**config.mk**
```make
export PLATFORM = sky130hd
export DESIGN_NAME = ack_retransmit_tracker_unit
export DESIGN_NICKNAME = d
export VERILOG_FILES = /design/src/hw/rtl/art_pkg.sv /design/src/hw/rtl/art_ram.sv /design/src/hw/rtl/art_ctrl.sv /design/src/hw/rtl/art_dp.sv /design/src/hw/rtl/ack_retransmit_tracker_unit.sv
export VERILOG_INCLUDE_DIRS = /design/src /design/src/hw/rtl
export SDC_FILE = /design/constraint.sdc
export NUM_CORES = 1
export LEC_CHECK = 0
export BUFFER_PORTS_ARGS = -buffer_cell sky130_fd_sc_hd__buf_4
export CAP_MARGIN = 10
export CORE_ASPECT_RATIO = 1.5
export CORE_MARGIN = 4
export CORE_UTILIZATION = 50
export CTS_BUF_LIST = sky130_fd_sc_hd__clkbuf_4
export CTS_CLUSTER_DIAMETER = 40
export DETAILED_ROUTE_END_ITERATION = 16
export PLACE_DENSITY_LB_ADDON = 0.05
export SLEW_MARGIN = 0
export SYNTH_ARGS = -nofsm -noshare
export SYNTH_HDL_FRONTEND = slang
export SYNTH_SLANG_ARGS = --single-unit
```
**constraint.sdc**
```tcl
create_clock -name clk -period 5.36 [get_ports clk]
set_input_delay 0.536 -clock clk [delete_from_list [all_inputs] [get_ports clk]]
set_output_delay 0.536 -clock clk [all_outputs]
set_load 0.005 [all_outputs]
```
**src/hw/rtl/ack_retransmit_tracker_unit_macros.svh**
```systemverilog
// Assertion macros for the ack retransmit tracker.
// Used by the top level; expects clk and rst_n in scope.
`ifndef ACK_RETRANSMIT_TRACKER_UNIT_MACROS_SVH
`define ACK_RETRANSMIT_TRACKER_UNIT_MACROS_SVH

// Same-cycle implication, disabled while in reset.
`define ART_ASSERT_IMP(lbl, ante, cons, msg) \
  lbl: assert property (@(posedge clk) disable iff (!rst_n) (ante) |-> (cons)) \
    else $error(msg);

// Next-cycle implication, disabled while in reset.
`define ART_ASSERT_NXT(lbl, ante, cons, msg) \
  lbl: assert property (@(posedge clk) disable iff (!rst_n) (ante) |=> (cons)) \
    else $error(msg);

`endif

```
**src/hw/rtl/art_pkg.sv**
```systemverilog
// Shared types and codes for the ack retransmit tracker.
// No dependencies; imported by art_ctrl, art_dp and the top level.
`default_nettype none

package art_pkg;

  localparam logic [1:0] OP_SEND = 2'd0;
  localparam logic [1:0] OP_ACK  = 2'd1;
  localparam logic [1:0] OP_TICK = 2'd2;

  localparam logic [2:0] EV_ACCEPTED    = 3'd0;
  localparam logic [2:0] EV_FULL        = 3'd1;
  localparam logic [2:0] EV_ACK_OK      = 3'd2;
  localparam logic [2:0] EV_ACK_UNKNOWN = 3'd3;
  localparam logic [2:0] EV_RESEND      = 3'd4;
  localparam logic [2:0] EV_GIVE_UP     = 3'd5;

  localparam int CFG_IDX_W  = 1;
  localparam int CFG_DATA_W = 8;
  localparam logic [CFG_IDX_W-1:0] CFG_TIMEOUT = 1'b0;
  localparam logic [CFG_IDX_W-1:0] CFG_LIMIT   = 1'b1;

  localparam logic [7:0] TIMEOUT_RST = 8'd10;
  localparam logic [3:0] LIMIT_RST   = 4'd3;

  typedef struct packed {
    logic [31:0] id;
    logic [7:0]  age;
    logic [3:0]  retries;
  } art_slot_t;

  // controller -> datapath
  typedef struct packed {
    logic load;       // capture the input transaction
    logic start;      // restart the slot scan
    logic find_run;   // id match / free slot scan
    logic age_run;    // aging pass
    logic min_run;    // smallest expired id scan
    logic emit_find;  // result of a send or ack
    logic emit_tick;  // result for the selected expired entry
  } art_cmd_t;

  // datapath -> controller
  typedef struct packed {
    logic scan_done;
    logic any_exp;
    logic more_exp;
    logic out_busy;
  } art_stat_t;

endpackage

`default_nettype wire

```
**src/hw/rtl/art_ram.sv**
```systemverilog
// Generic single-write, single-read RAM with registered read data.
// No dependencies.
`default_nettype none

module art_ram #(
  parameter int WIDTH = 44,
  parameter int DEPTH = 16
) (
  input  wire logic                     clk,
  input  wire logic                     we,
  input  wire logic [$clog2(DEPTH)-1:0] waddr,
  input  wire logic [WIDTH-1:0]         wdata,
  input  wire logic [$clog2(DEPTH)-1:0] raddr,
  output logic      [WIDTH-1:0]         rdata
);

  logic [WIDTH-1:0] mem [DEPTH];

  always_ff @(posedge clk) begin
    if (we) begin
      mem[waddr] <= wdata;
    end
    rdata <= mem[raddr];
  end

endmodule

`default_nettype wire

```
**src/hw/rtl/art_ctrl.sv**
```systemverilog
// Controller FSM of the ack retransmit tracker: sequences scans and results.
// Depends on art_pkg.
`default_nettype none

module art_ctrl (
  input  wire logic               clk,
  input  wire logic               rst_n,
  input  wire logic               in_valid,
  input  wire logic [1:0]         in_opcode,
  output logic                    in_ready,
  input  wire art_pkg::art_stat_t stat,
  output art_pkg::art_cmd_t       cmd
);
  import art_pkg::*;

  typedef enum logic [2:0] {
    S_IDLE,
    S_FIND,
    S_FIND_OUT,
    S_AGE,
    S_MIN,
    S_TICK_OUT
  } state_t;

  state_t state_r, state_nxt;
  logic   in_ready_r;

  assign in_ready = in_ready_r;

  always_comb begin
    state_nxt = state_r;
    cmd       = '0;
    case (state_r)
      S_IDLE: begin
        if (in_valid) begin
          cmd.load = 1'b1;
          case (in_opcode)
            OP_SEND, OP_ACK: begin
              cmd.start = 1'b1;
              state_nxt = S_FIND;
            end
            OP_TICK: begin
              cmd.start = 1'b1;
              state_nxt = S_AGE;
            end
            default: ;  // undefined opcode: dropped
          endcase
        end
      end
      S_FIND: begin
        cmd.find_run = 1'b1;
        if (stat.scan_done) begin
          state_nxt = S_FIND_OUT;
        end
      end
      S_FIND_OUT: begin
        if (!stat.out_busy) begin
          cmd.emit_find = 1'b1;
          state_nxt     = S_IDLE;
        end
      end
      S_AGE: begin
        cmd.age_run = 1'b1;
        if (stat.scan_done) begin
          if (stat.any_exp) begin
            cmd.start = 1'b1;
            state_nxt = S_MIN;
          end else begin
            state_nxt = S_IDLE;
          end
        end
      end
      S_MIN: begin
        cmd.min_run = 1'b1;
        if (stat.scan_done) begin
          state_nxt = S_TICK_OUT;
        end
      end
      S_TICK_OUT: begin
        if (!stat.out_busy) begin
          cmd.emit_tick = 1'b1;
          if (stat.more_exp) begin
            cmd.start = 1'b1;
            state_nxt = S_MIN;
          end else begin
            state_nxt = S_IDLE;
          end
        end
      end
      default: state_nxt = S_IDLE;
    endcase
  end

  always_ff @(posedge clk) begin
    if (!rst_n) begin
      state_r    <= S_IDLE;
      in_ready_r <= 1'b1;
    end else begin
      state_r    <= state_nxt;
      in_ready_r <= (state_nxt == S_IDLE);
    end
  end

endmodule

`default_nettype wire

```
**src/hw/rtl/art_dp.sv**
```systemverilog
// Datapath of the ack retransmit tracker: slot RAM, valid/expired bits,
// scan pipeline, config registers and result register. Uses art_pkg, art_ram.
`default_nettype none

module art_dp #(
  parameter int ENTRIES = 16
) (
  input  wire logic                          clk,
  input  wire logic                          rst_n,
  input  wire logic                          cfg_we,
  input  wire logic [art_pkg::CFG_IDX_W-1:0] cfg_index,
  input  wire logic [art_pkg::CFG_DATA_W-1:0] cfg_wdata,
  input  wire logic [1:0]                    in_opcode,
  input  wire logic [31:0]                   in_message_id,
  input  wire art_pkg::art_cmd_t             cmd,
  output art_pkg::art_stat_t                 stat,
  input  wire logic                          out_ready,
  output logic                               out_valid,
  output logic [2:0]                         out_event_res,
  output logic [31:0]                        out_result_id,
  output logic [3:0]                         out_retry_count,
  output logic                               out_last
);
  import art_pkg::*;

  localparam int IW = $clog2(ENTRIES);
  localparam int CW = $clog2(ENTRIES + 1);
  localparam int SW = $bits(art_slot_t);

  logic [7:0]         timeout_r;
  logic [3:0]         limit_r;
  logic [1:0]         op_r;
  logic [31:0]        op_id_r;
  logic [CW-1:0]      cnt_r;
  logic               live_r;
  logic [IW-1:0]      ridx_r;
  logic [ENTRIES-1:0] valid_r;
  logic [ENTRIES-1:0] exp_r;
  logic               hit_r;
  logic [IW-1:0]      hit_idx_r;
  logic [3:0]         hit_ret_r;
  logic               free_r;
  logic [IW-1:0]      free_idx_r;
  logic               best_r;
  logic [IW-1:0]      best_idx_r;
  art_slot_t          best_slot_r;
  logic               out_valid_r;
  logic [2:0]         out_ev_r;
  logic [31:0]        out_id_r;
  logic [3:0]         out_ret_r;
  logic               out_last_r;

  logic [SW-1:0]      ram_rdata;
  art_slot_t          rd_slot;
  logic               we;
  logic [IW-1:0]      waddr;
  art_slot_t          wdata;
  logic [7:0]         age_inc;
  logic               age_exp;
  logic               give;
  logic [ENTRIES-1:0] best_mask;
  logic [ENTRIES-1:0] exp_left;
  logic               cnt_end;
  logic               send_ok;

  art_ram #(.WIDTH(SW), .DEPTH(ENTRIES)) u_slot_ram (
    .clk   (clk),
    .we    (we),
    .waddr (waddr),
    .wdata (wdata),
    .raddr (cnt_r[IW-1:0]),
    .rdata (ram_rdata)
  );

  assign rd_slot   = art_slot_t'(ram_rdata);
  assign age_inc   = (rd_slot.age == 8'hFF) ? rd_slot.age : rd_slot.age + 8'd1;
  assign age_exp   = (age_inc >= timeout_r);
  assign give      = (best_slot_r.retries >= limit_r);
  assign best_mask = {{(ENTRIES-1){1'b0}}, 1'b1} << best_idx_r;
  assign exp_left  = exp_r & ~best_mask;
  assign cnt_end   = (cnt_r == CW'(ENTRIES));
  assign send_ok   = hit_r || free_r;

  assign stat.scan_done = cnt_end && !live_r;
  assign stat.any_exp   = |exp_r;
  assign stat.more_exp  = |exp_left;
  assign stat.out_busy  = out_valid_r && !out_ready;

  assign out_valid       = out_valid_r;
  assign out_event_res   = out_ev_r;
  assign out_result_id   = out_id_r;
  assign out_retry_count = out_ret_r;
  assign out_last        = out_last_r;

  // single RAM write port: aging write-back, send store, resend update
  always_comb begin
    we    = 1'b0;
    waddr = ridx_r;
    wdata = rd_slot;
    if (cmd.age_run && live_r && valid_r[ridx_r]) begin
      we        = 1'b1;
      wdata.age = age_inc;
    end
    if (cmd.emit_find && op_r == OP_SEND && send_ok) begin
      we            = 1'b1;
      waddr         = hit_r ? hit_idx_r : free_idx_r;
      wdata.id      = op_id_r;
      wdata.age     = 8'd0;
      wdata.retries = 4'd0;
    end
    if (cmd.emit_tick && !give) begin
      we            = 1'b1;
      waddr         = best_idx_r;
      wdata.id      = best_slot_r.id;
      wdata.age     = 8'd0;
      wdata.retries = best_slot_r.retries + 4'd1;
    end
  end

  // control state
  always_ff @(posedge clk) begin
    if (!rst_n) begin
      timeout_r   <= TIMEOUT_RST;
      limit_r     <= LIMIT_RST;
      cnt_r       <= '0;
      live_r      <= 1'b0;
      valid_r     <= '0;
      exp_r       <= '0;
      hit_r       <= 1'b0;
      free_r      <= 1'b0;
      best_r      <= 1'b0;
      out_valid_r <= 1'b0;
    end else begin
      if (cfg_we) begin
        case (cfg_index)
          CFG_TIMEOUT: timeout_r <= cfg_wdata;
          CFG_LIMIT:   limit_r   <= cfg_wdata[3:0];
          default: ;
        endcase
      end

      if (cmd.start) begin
        cnt_r  <= '0;
        live_r <= 1'b0;
        hit_r  <= 1'b0;
        free_r <= 1'b0;
        best_r <= 1'b0;
      end else if (cmd.find_run || cmd.age_run || cmd.min_run) begin
        if (!cnt_end) begin
          cnt_r  <= cnt_r + CW'(1);
          live_r <= 1'b1;
        end else begin
          live_r <= 1'b0;
        end
        if (live_r) begin
          if (cmd.find_run) begin
            if (valid_r[ridx_r] && rd_slot.id == op_id_r) begin
              hit_r <= 1'b1;
            end
            if (!valid_r[ridx_r]) begin
              free_r <= 1'b1;
            end
          end
          if (cmd.age_run) begin
            exp_r[ridx_r] <= valid_r[ridx_r] && age_exp;
          end
          if (cmd.min_run && exp_r[ridx_r]) begin
            best_r <= 1'b1;
          end
        end
      end

      if (cmd.emit_find) begin
        if (op_r == OP_SEND) begin
          if (hit_r) begin
            valid_r[hit_idx_r] <= 1'b1;
          end else if (free_r) begin
            valid_r[free_idx_r] <= 1'b1;
          end
        end else if (hit_r) begin
          valid_r[hit_idx_r] <= 1'b0;
        end
      end
      if (cmd.emit_tick) begin
        exp_r[best_idx_r] <= 1'b0;
        if (give) begin
          valid_r[best_idx_r] <= 1'b0;
        end
      end

      if (cmd.emit_find || cmd.emit_tick) begin
        out_valid_r <= 1'b1;
      end else if (out_ready) begin
        out_valid_r <= 1'b0;
      end
    end
  end

  // payload
  always_ff @(posedge clk) begin
    if (cmd.load) begin
      op_r    <= in_opcode;
      op_id_r <= in_message_id;
    end
    if (!cmd.start && !cnt_end && (cmd.find_run || cmd.age_run || cmd.min_run)) begin
      ridx_r <= cnt_r[IW-1:0];
    end
    if (live_r && !cmd.start) begin
      if (cmd.find_run) begin
        if (valid_r[ridx_r] && rd_slot.id == op_id_r && !hit_r) begin
          hit_idx_r <= ridx_r;
          hit_ret_r <= rd_slot.retries;
        end
        if (!valid_r[ridx_r] && !free_r) begin
          free_idx_r <= ridx_r;  // lowest free slot wins
        end
      end
      if (cmd.min_run && exp_r[ridx_r] && (!best_r || rd_slot.id < best_slot_r.id)) begin
        best_idx_r  <= ridx_r;
        best_slot_r <= rd_slot;
      end
    end

    if (cmd.emit_find) begin
      out_id_r   <= op_id_r;
      out_last_r <= 1'b1;
      if (op_r == OP_SEND) begin
        out_ev_r  <= send_ok ? EV_ACCEPTED : EV_FULL;
        out_ret_r <= 4'd0;
      end else begin
        out_ev_r  <= hit_r ? EV_ACK_OK : EV_ACK_UNKNOWN;
        out_ret_r <= hit_r ? hit_ret_r : 4'd0;
      end
    end
    if (cmd.emit_tick) begin
      out_id_r   <= best_slot_r.id;
      out_last_r <= ~(|exp_left);
      out_ev_r   <= give ? EV_GIVE_UP : EV_RESEND;
      out_ret_r  <= give ? best_slot_r.retries : best_slot_r.retries + 4'd1;
    end
  end

endmodule

`default_nettype wire

```
**src/hw/rtl/ack_retransmit_tracker_unit.sv**
```systemverilog
// Ack retransmit tracker top level: art_ctrl FSM plus art_dp datapath (art_pkg).
// Send/ack: one pass over the ENTRIES-deep slot RAM, then the result once the output is free.
// Tick: aging pass, then one smallest-id scan and one result per expired entry; one RAM
// read per cycle sets the pace of each scan, and a result that is not taken holds the flow.
// One transaction at a time; the result register lets the next input be taken while it waits.
// Reset (rst_n, synchronous, active low) empties the table and restores timeout 10, limit 3.
`default_nettype none
`include "ack_retransmit_tracker_unit_macros.svh"

module ack_retransmit_tracker_unit #(
  parameter int ENTRIES = 16
) (
  input  wire logic                           clk,
  input  wire logic                           rst_n,
  input  wire logic                           cfg_we,
  input  wire logic [art_pkg::CFG_IDX_W-1:0]  cfg_index,
  input  wire logic [art_pkg::CFG_DATA_W-1:0] cfg_wdata,
  input  wire logic                           in_valid,
  output logic                                in_ready,
  input  wire logic [1:0]                     in_opcode,
  input  wire logic [31:0]                    in_message_id,
  output logic                                out_valid,
  input  wire logic                           out_ready,
  output logic [2:0]                          out_event_res,
  output logic [31:0]                         out_result_id,
  output logic [3:0]                          out_retry_count,
  output logic                                out_last
);
  import art_pkg::*;

  art_cmd_t  cmd;
  art_stat_t stat;

  art_ctrl u_ctrl (
    .clk       (clk),
    .rst_n     (rst_n),
    .in_valid  (in_valid),
    .in_opcode (in_opcode),
    .in_ready  (in_ready),
    .stat      (stat),
    .cmd       (cmd)
  );

  art_dp #(.ENTRIES(ENTRIES)) u_dp (
    .clk             (clk),
    .rst_n           (rst_n),
    .cfg_we          (cfg_we),
    .cfg_index       (cfg_index),
    .cfg_wdata       (cfg_wdata),
    .in_opcode       (in_opcode),
    .in_message_id   (in_message_id),
    .cmd             (cmd),
    .stat            (stat),
    .out_ready       (out_ready),
    .out_valid       (out_valid),
    .out_event_res   (out_event_res),
    .out_result_id   (out_result_id),
    .out_retry_count (out_retry_count),
    .out_last        (out_last)
  );

  // a real operation keeps the input closed while the table is scanned
  `ART_ASSERT_NXT(a_busy_after_op, in_valid && in_ready && (in_opcode == OP_SEND || in_opcode == OP_ACK || in_opcode == OP_TICK), !in_ready, "input ready right after an accepted operation")
  // send and ack produce exactly one result
  `ART_ASSERT_IMP(a_single_last, out_valid && !(out_event_res == EV_RESEND || out_event_res == EV_GIVE_UP), out_last, "send/ack result without last")
  `ART_ASSERT_IMP(a_zero_retry, out_valid && (out_event_res == EV_ACCEPTED || out_event_res == EV_FULL || out_event_res == EV_ACK_UNKNOWN), out_retry_count == 4'd0, "nonzero retry count on send or unknown ack")

endmodule

`default_nettype wire

```
==> summary.txt <==
Routing
  • WL per Instance: between 20 and 30 um
  • DR vias: around 21,000
  • WL final: just under 100,000 um
  • Final ANT Viol Nets: 0
  • Drt initial violations: approximately 1,600
  • # DRC: 0
  • Number of vias per cell: roughly 6
  • Drt pass-1 iters: 6

Global route
  • Initial antenna violation count: 3
  • GRT Total Usage: 0.242
  • Pin count of the biggest net entering global routing: approximately 130
  • First-pass GRT wire length: about 140,000 um
  • Grt ovf: 0
  • Vias in the first global route: 22,224

Worst hold path
  • Hold Crit Depth: 2
  • Worst Hold Class: input pin to flop

Power and ir drop
  • Logic pwr share: 0.050
  • Worst IR drop on VDD: 0.233 mV
  • Switching share of power: 0.219
  • P_sw: ~3200 uW
  • Clock power share: 0.394
  • Power, Total: between 10,000 and 15,000 uW
  • Internal power: ~11,000 uW
  • Register share of total power: 0.557
  • Pwr/cell area: about 330 mW/mm^2
  • LEAKAGE: between 0.01 and 0.015 uW

Timing
  • Crit share post-route: 0.763
  • Post-route setup TNS: 0 ps
  • Unrepaired setup endpoints after global routing: false
  • Final Hold Viols: 0
  • Final worst slack: about 1300 ps
  • Max-slew violation count: 0
  • Final Skew: roughly 70 ps
  • Fmax achieved: 0.245 GHz
  • Final setup viols: 0
  • Worst-margin pin slew: 1230 ps
  • Final worst path period need: 4090 ps
  • Rel. slew slack: 0.179

Place
  • Placed cells: 3,171
  • GP Congestion: slightly below 0.9
  • DP HPWL: ~56,000 um
  • PortBufs: 89
  • Dpl cell area: approximately 0.04 sq mm
  • Placement Setup Slack: 1230 ps

Finish
  • Final Non-Filler Cells: around 3,600
  • Share of cells above drive strength 1: 0.296
  • Area delta synth->final: 15.2%
  • Fin area: about 0.044 sq mm
  • Fin nets: ~2,600

Synth
  • Dominant cells by area after synthesis: edfxtp_1 (66%), mux4_2 (14%), dfxtp_1 (5.4%)
  • Post-synth EDFFs: roughly 830
  • Register area share after synthesis: 0.717
  • Post-synth top area share: 0.663
  • Number of synthesis warnings: 0
  • Cell accounting for the most synthesized area: edfxtp_1
  • Top_reg_cell synth: edfxtp_1
  • Synth unique cells: slightly below 80
  • Post-synth net total: around 2,200
  • Mean post-synth cell area: about 18 sq um
  • Post-Synthesis Cells: between 2,000 and 2,500
  • Post-synthesis cell area: 0.0378 sq mm
  • Synth cell count leaders: edfxtp_1 (834), mux4_2 (228), nand2_1 (174)
  • Count leader, synth: edfxtp_1
  • Seq cells post-synth: approximately 940
  • Ys async rst share: 0

Floorplanning
  • Height of the die: about 340 um
  • Core Box Area: around 0.075 sq mm
  • # rows: about 120
  • Die W: 232 um
  • Initial Util: 0.504
  • IO Pins: 90
  • DIE AREA: about 0.08 sq mm

CTS
  • TritonCTS clock tree: built
  • Maximum clock path buffer count: 3
  • Worst-Skew Late Latency: 1010 ps
  • CTS buffer count: around 210
  • Max H-tree Level: 4
  • CTS root buffer: clkbuf_4
  • Sink Count: between 900 and 1,000
  • Clk slew on worst S/H paths: 80 ps

Critical path
  • Element type at the critical path end: flop
  • CP peak stage delay: roughly 620 ps
  • WP data required: 5970 ps
  • Worst-path cell chain: nor3b_2 > o2111a_2 > mux2_2 > mux2i_1 > nand2_1 > nor2_4 > buf_4
  • Crit path kind: flop to flop
  • CP max FO: 29
  • CP max-delay cell: nor2_4
  • Crit path DAT: 4700 ps
  • R2R depth: 7
  • Critical path launch point type: flop

Flow run
  • Max-Cap Viols: 0

Outcome
  • Status: finished clean
path summary, 6_finish.rpt:
check	from	to	slack, ps
max	u_ctrl.state_r[1]$_SDFF_PN0_	u_dp.u_slot_ram.mem[1][5]$_DFFE_PP_	1270
min reg2reg	u_dp.timeout_r[5]$_SDFFE_PN0P_	u_dp.timeout_r[5]$_SDFFE_PN0P_	470
max reg2reg	u_ctrl.state_r[1]$_SDFF_PN0_	u_dp.u_slot_ram.mem[1][5]$_DFFE_PP_	1270
min	in_message_id[8]	u_dp.op_id_r[8]$_DFFE_PP_	250
critical path: cells and delay by family (launching register included):
family / cells / cell delay [ps]
mux: 2 / 880
compound gates: 1 / 280
flops: 1 / 500
simple gates: 3 / 1390
buf+inv: 1 / 610
per-layer routing:
metal	vias to the layer above	global-route usage	share of wire
li1	9359	-	-
met1	11098	0.311	0.40
met2	829	0.412	0.52
met3	167	0.0474	0.053
met4	0	0.0918	0.030
met5	-	0	0
metrics by stage:
step	util	hold WS, ps
finish	0.581	251
global route	0.581	110
CTS	0.580	76.2
detailed placement	0.533	451
global placement	0.533	439
floorplan	-	425
power groups by stage:
stage / combinational [uW] / clock (uW) / sequential, uW
floorplan: 459 / 0 / 8220
global placement: 682 / 0 / 8250
detailed placement: 692 / 0 / 8250
CTS: 729 / 5920 / 8090
global route: 786 / 6300 / 8100
finish: 721 / 5720 / 8090
kinds of logic after synthesis:
group | after synthesis | synth area share
buffers and inverters | 160 | 0.0176
and+or+nand+nor | 435 | 0.0546
DFF | 936 | 0.717
xor gates and xnor gates | 45 | 0.0104
AOI/OAI and AO/OA | 266 | 0.0450
adders and majority gates | 47 | 0.0156
muxes | 241 | 0.140
cells in the final DEF (no fill, tap or decap), types with 7 or more instances in the layout:
master           n
nor3_1          18
clkinv_1        55
a21oi_1         58
a22oi_1         10
dlygate4sd3_1   64
a32oi_1          7
mux2_2           8
nor4_1           8
mux4_2         228
ha_1            47
and3_1          22
edfxtp_1       834
nor2_1          77
o21ai_0         77
nand2_1        174
o221ai_1        19
xnor2_1         25
and2_1           7
nand4_1         15
nor2_4          10
dfxtp_1         98
nand3_1         39
nand2b_1         9
clkbuf_4       326
inv_1           52
a31oi_1         32
xor2_1          20
nor2b_1         19
buf_12           7
a21o_1          16
buf_4          146
what timing repair did:
| action | 4_1_cts | 5_1_grt |
|---|---|---|
| endpoints found under the hold margin | 83 | 0 |
| hold buffers | 64 | 0 |
| buffers inserted | 0 | 0 |
| gates resized for setup | 0 | 0 |
cell type report:
class                           instances  area (sq um)
Antenna cell                            6          15.0
Sequential cell                       936         27100
Tap cell                             1000          1250
Clock buffer                          324          2430
Clock inverter                         72           418
Timing Repair Buffer                  219          1890
Fill cell                            5879         31400
Multi-Input combinational cell       1034         10200
Inverter                               54           203
state kept, by name (all words and copies together), names as in the netlist, 2 cells and up:
signal                 cells
u_dp.cnt_r                 5
u_dp.hit_idx_r             4
u_dp.timeout_r             8
u_dp.u_slot_ram.rdata     44
u_dp.out_result_id        32
u_dp.hit_ret_r             4
u_dp.best_idx_r            4
u_dp.best_slot_r          36
u_ctrl.state_r             3
u_dp.op_r                  2
u_dp.limit_r               4
u_dp.op_id_r              32
u_dp.free_idx_r            4
u_dp.valid_r              16
u_dp.u_slot_ram.mem      704
u_dp.out_event_res         3
u_dp.ridx_r                4
u_dp.out_retry_count       4
u_dp.exp_r                16
Power figures use the tool's default switching activity.
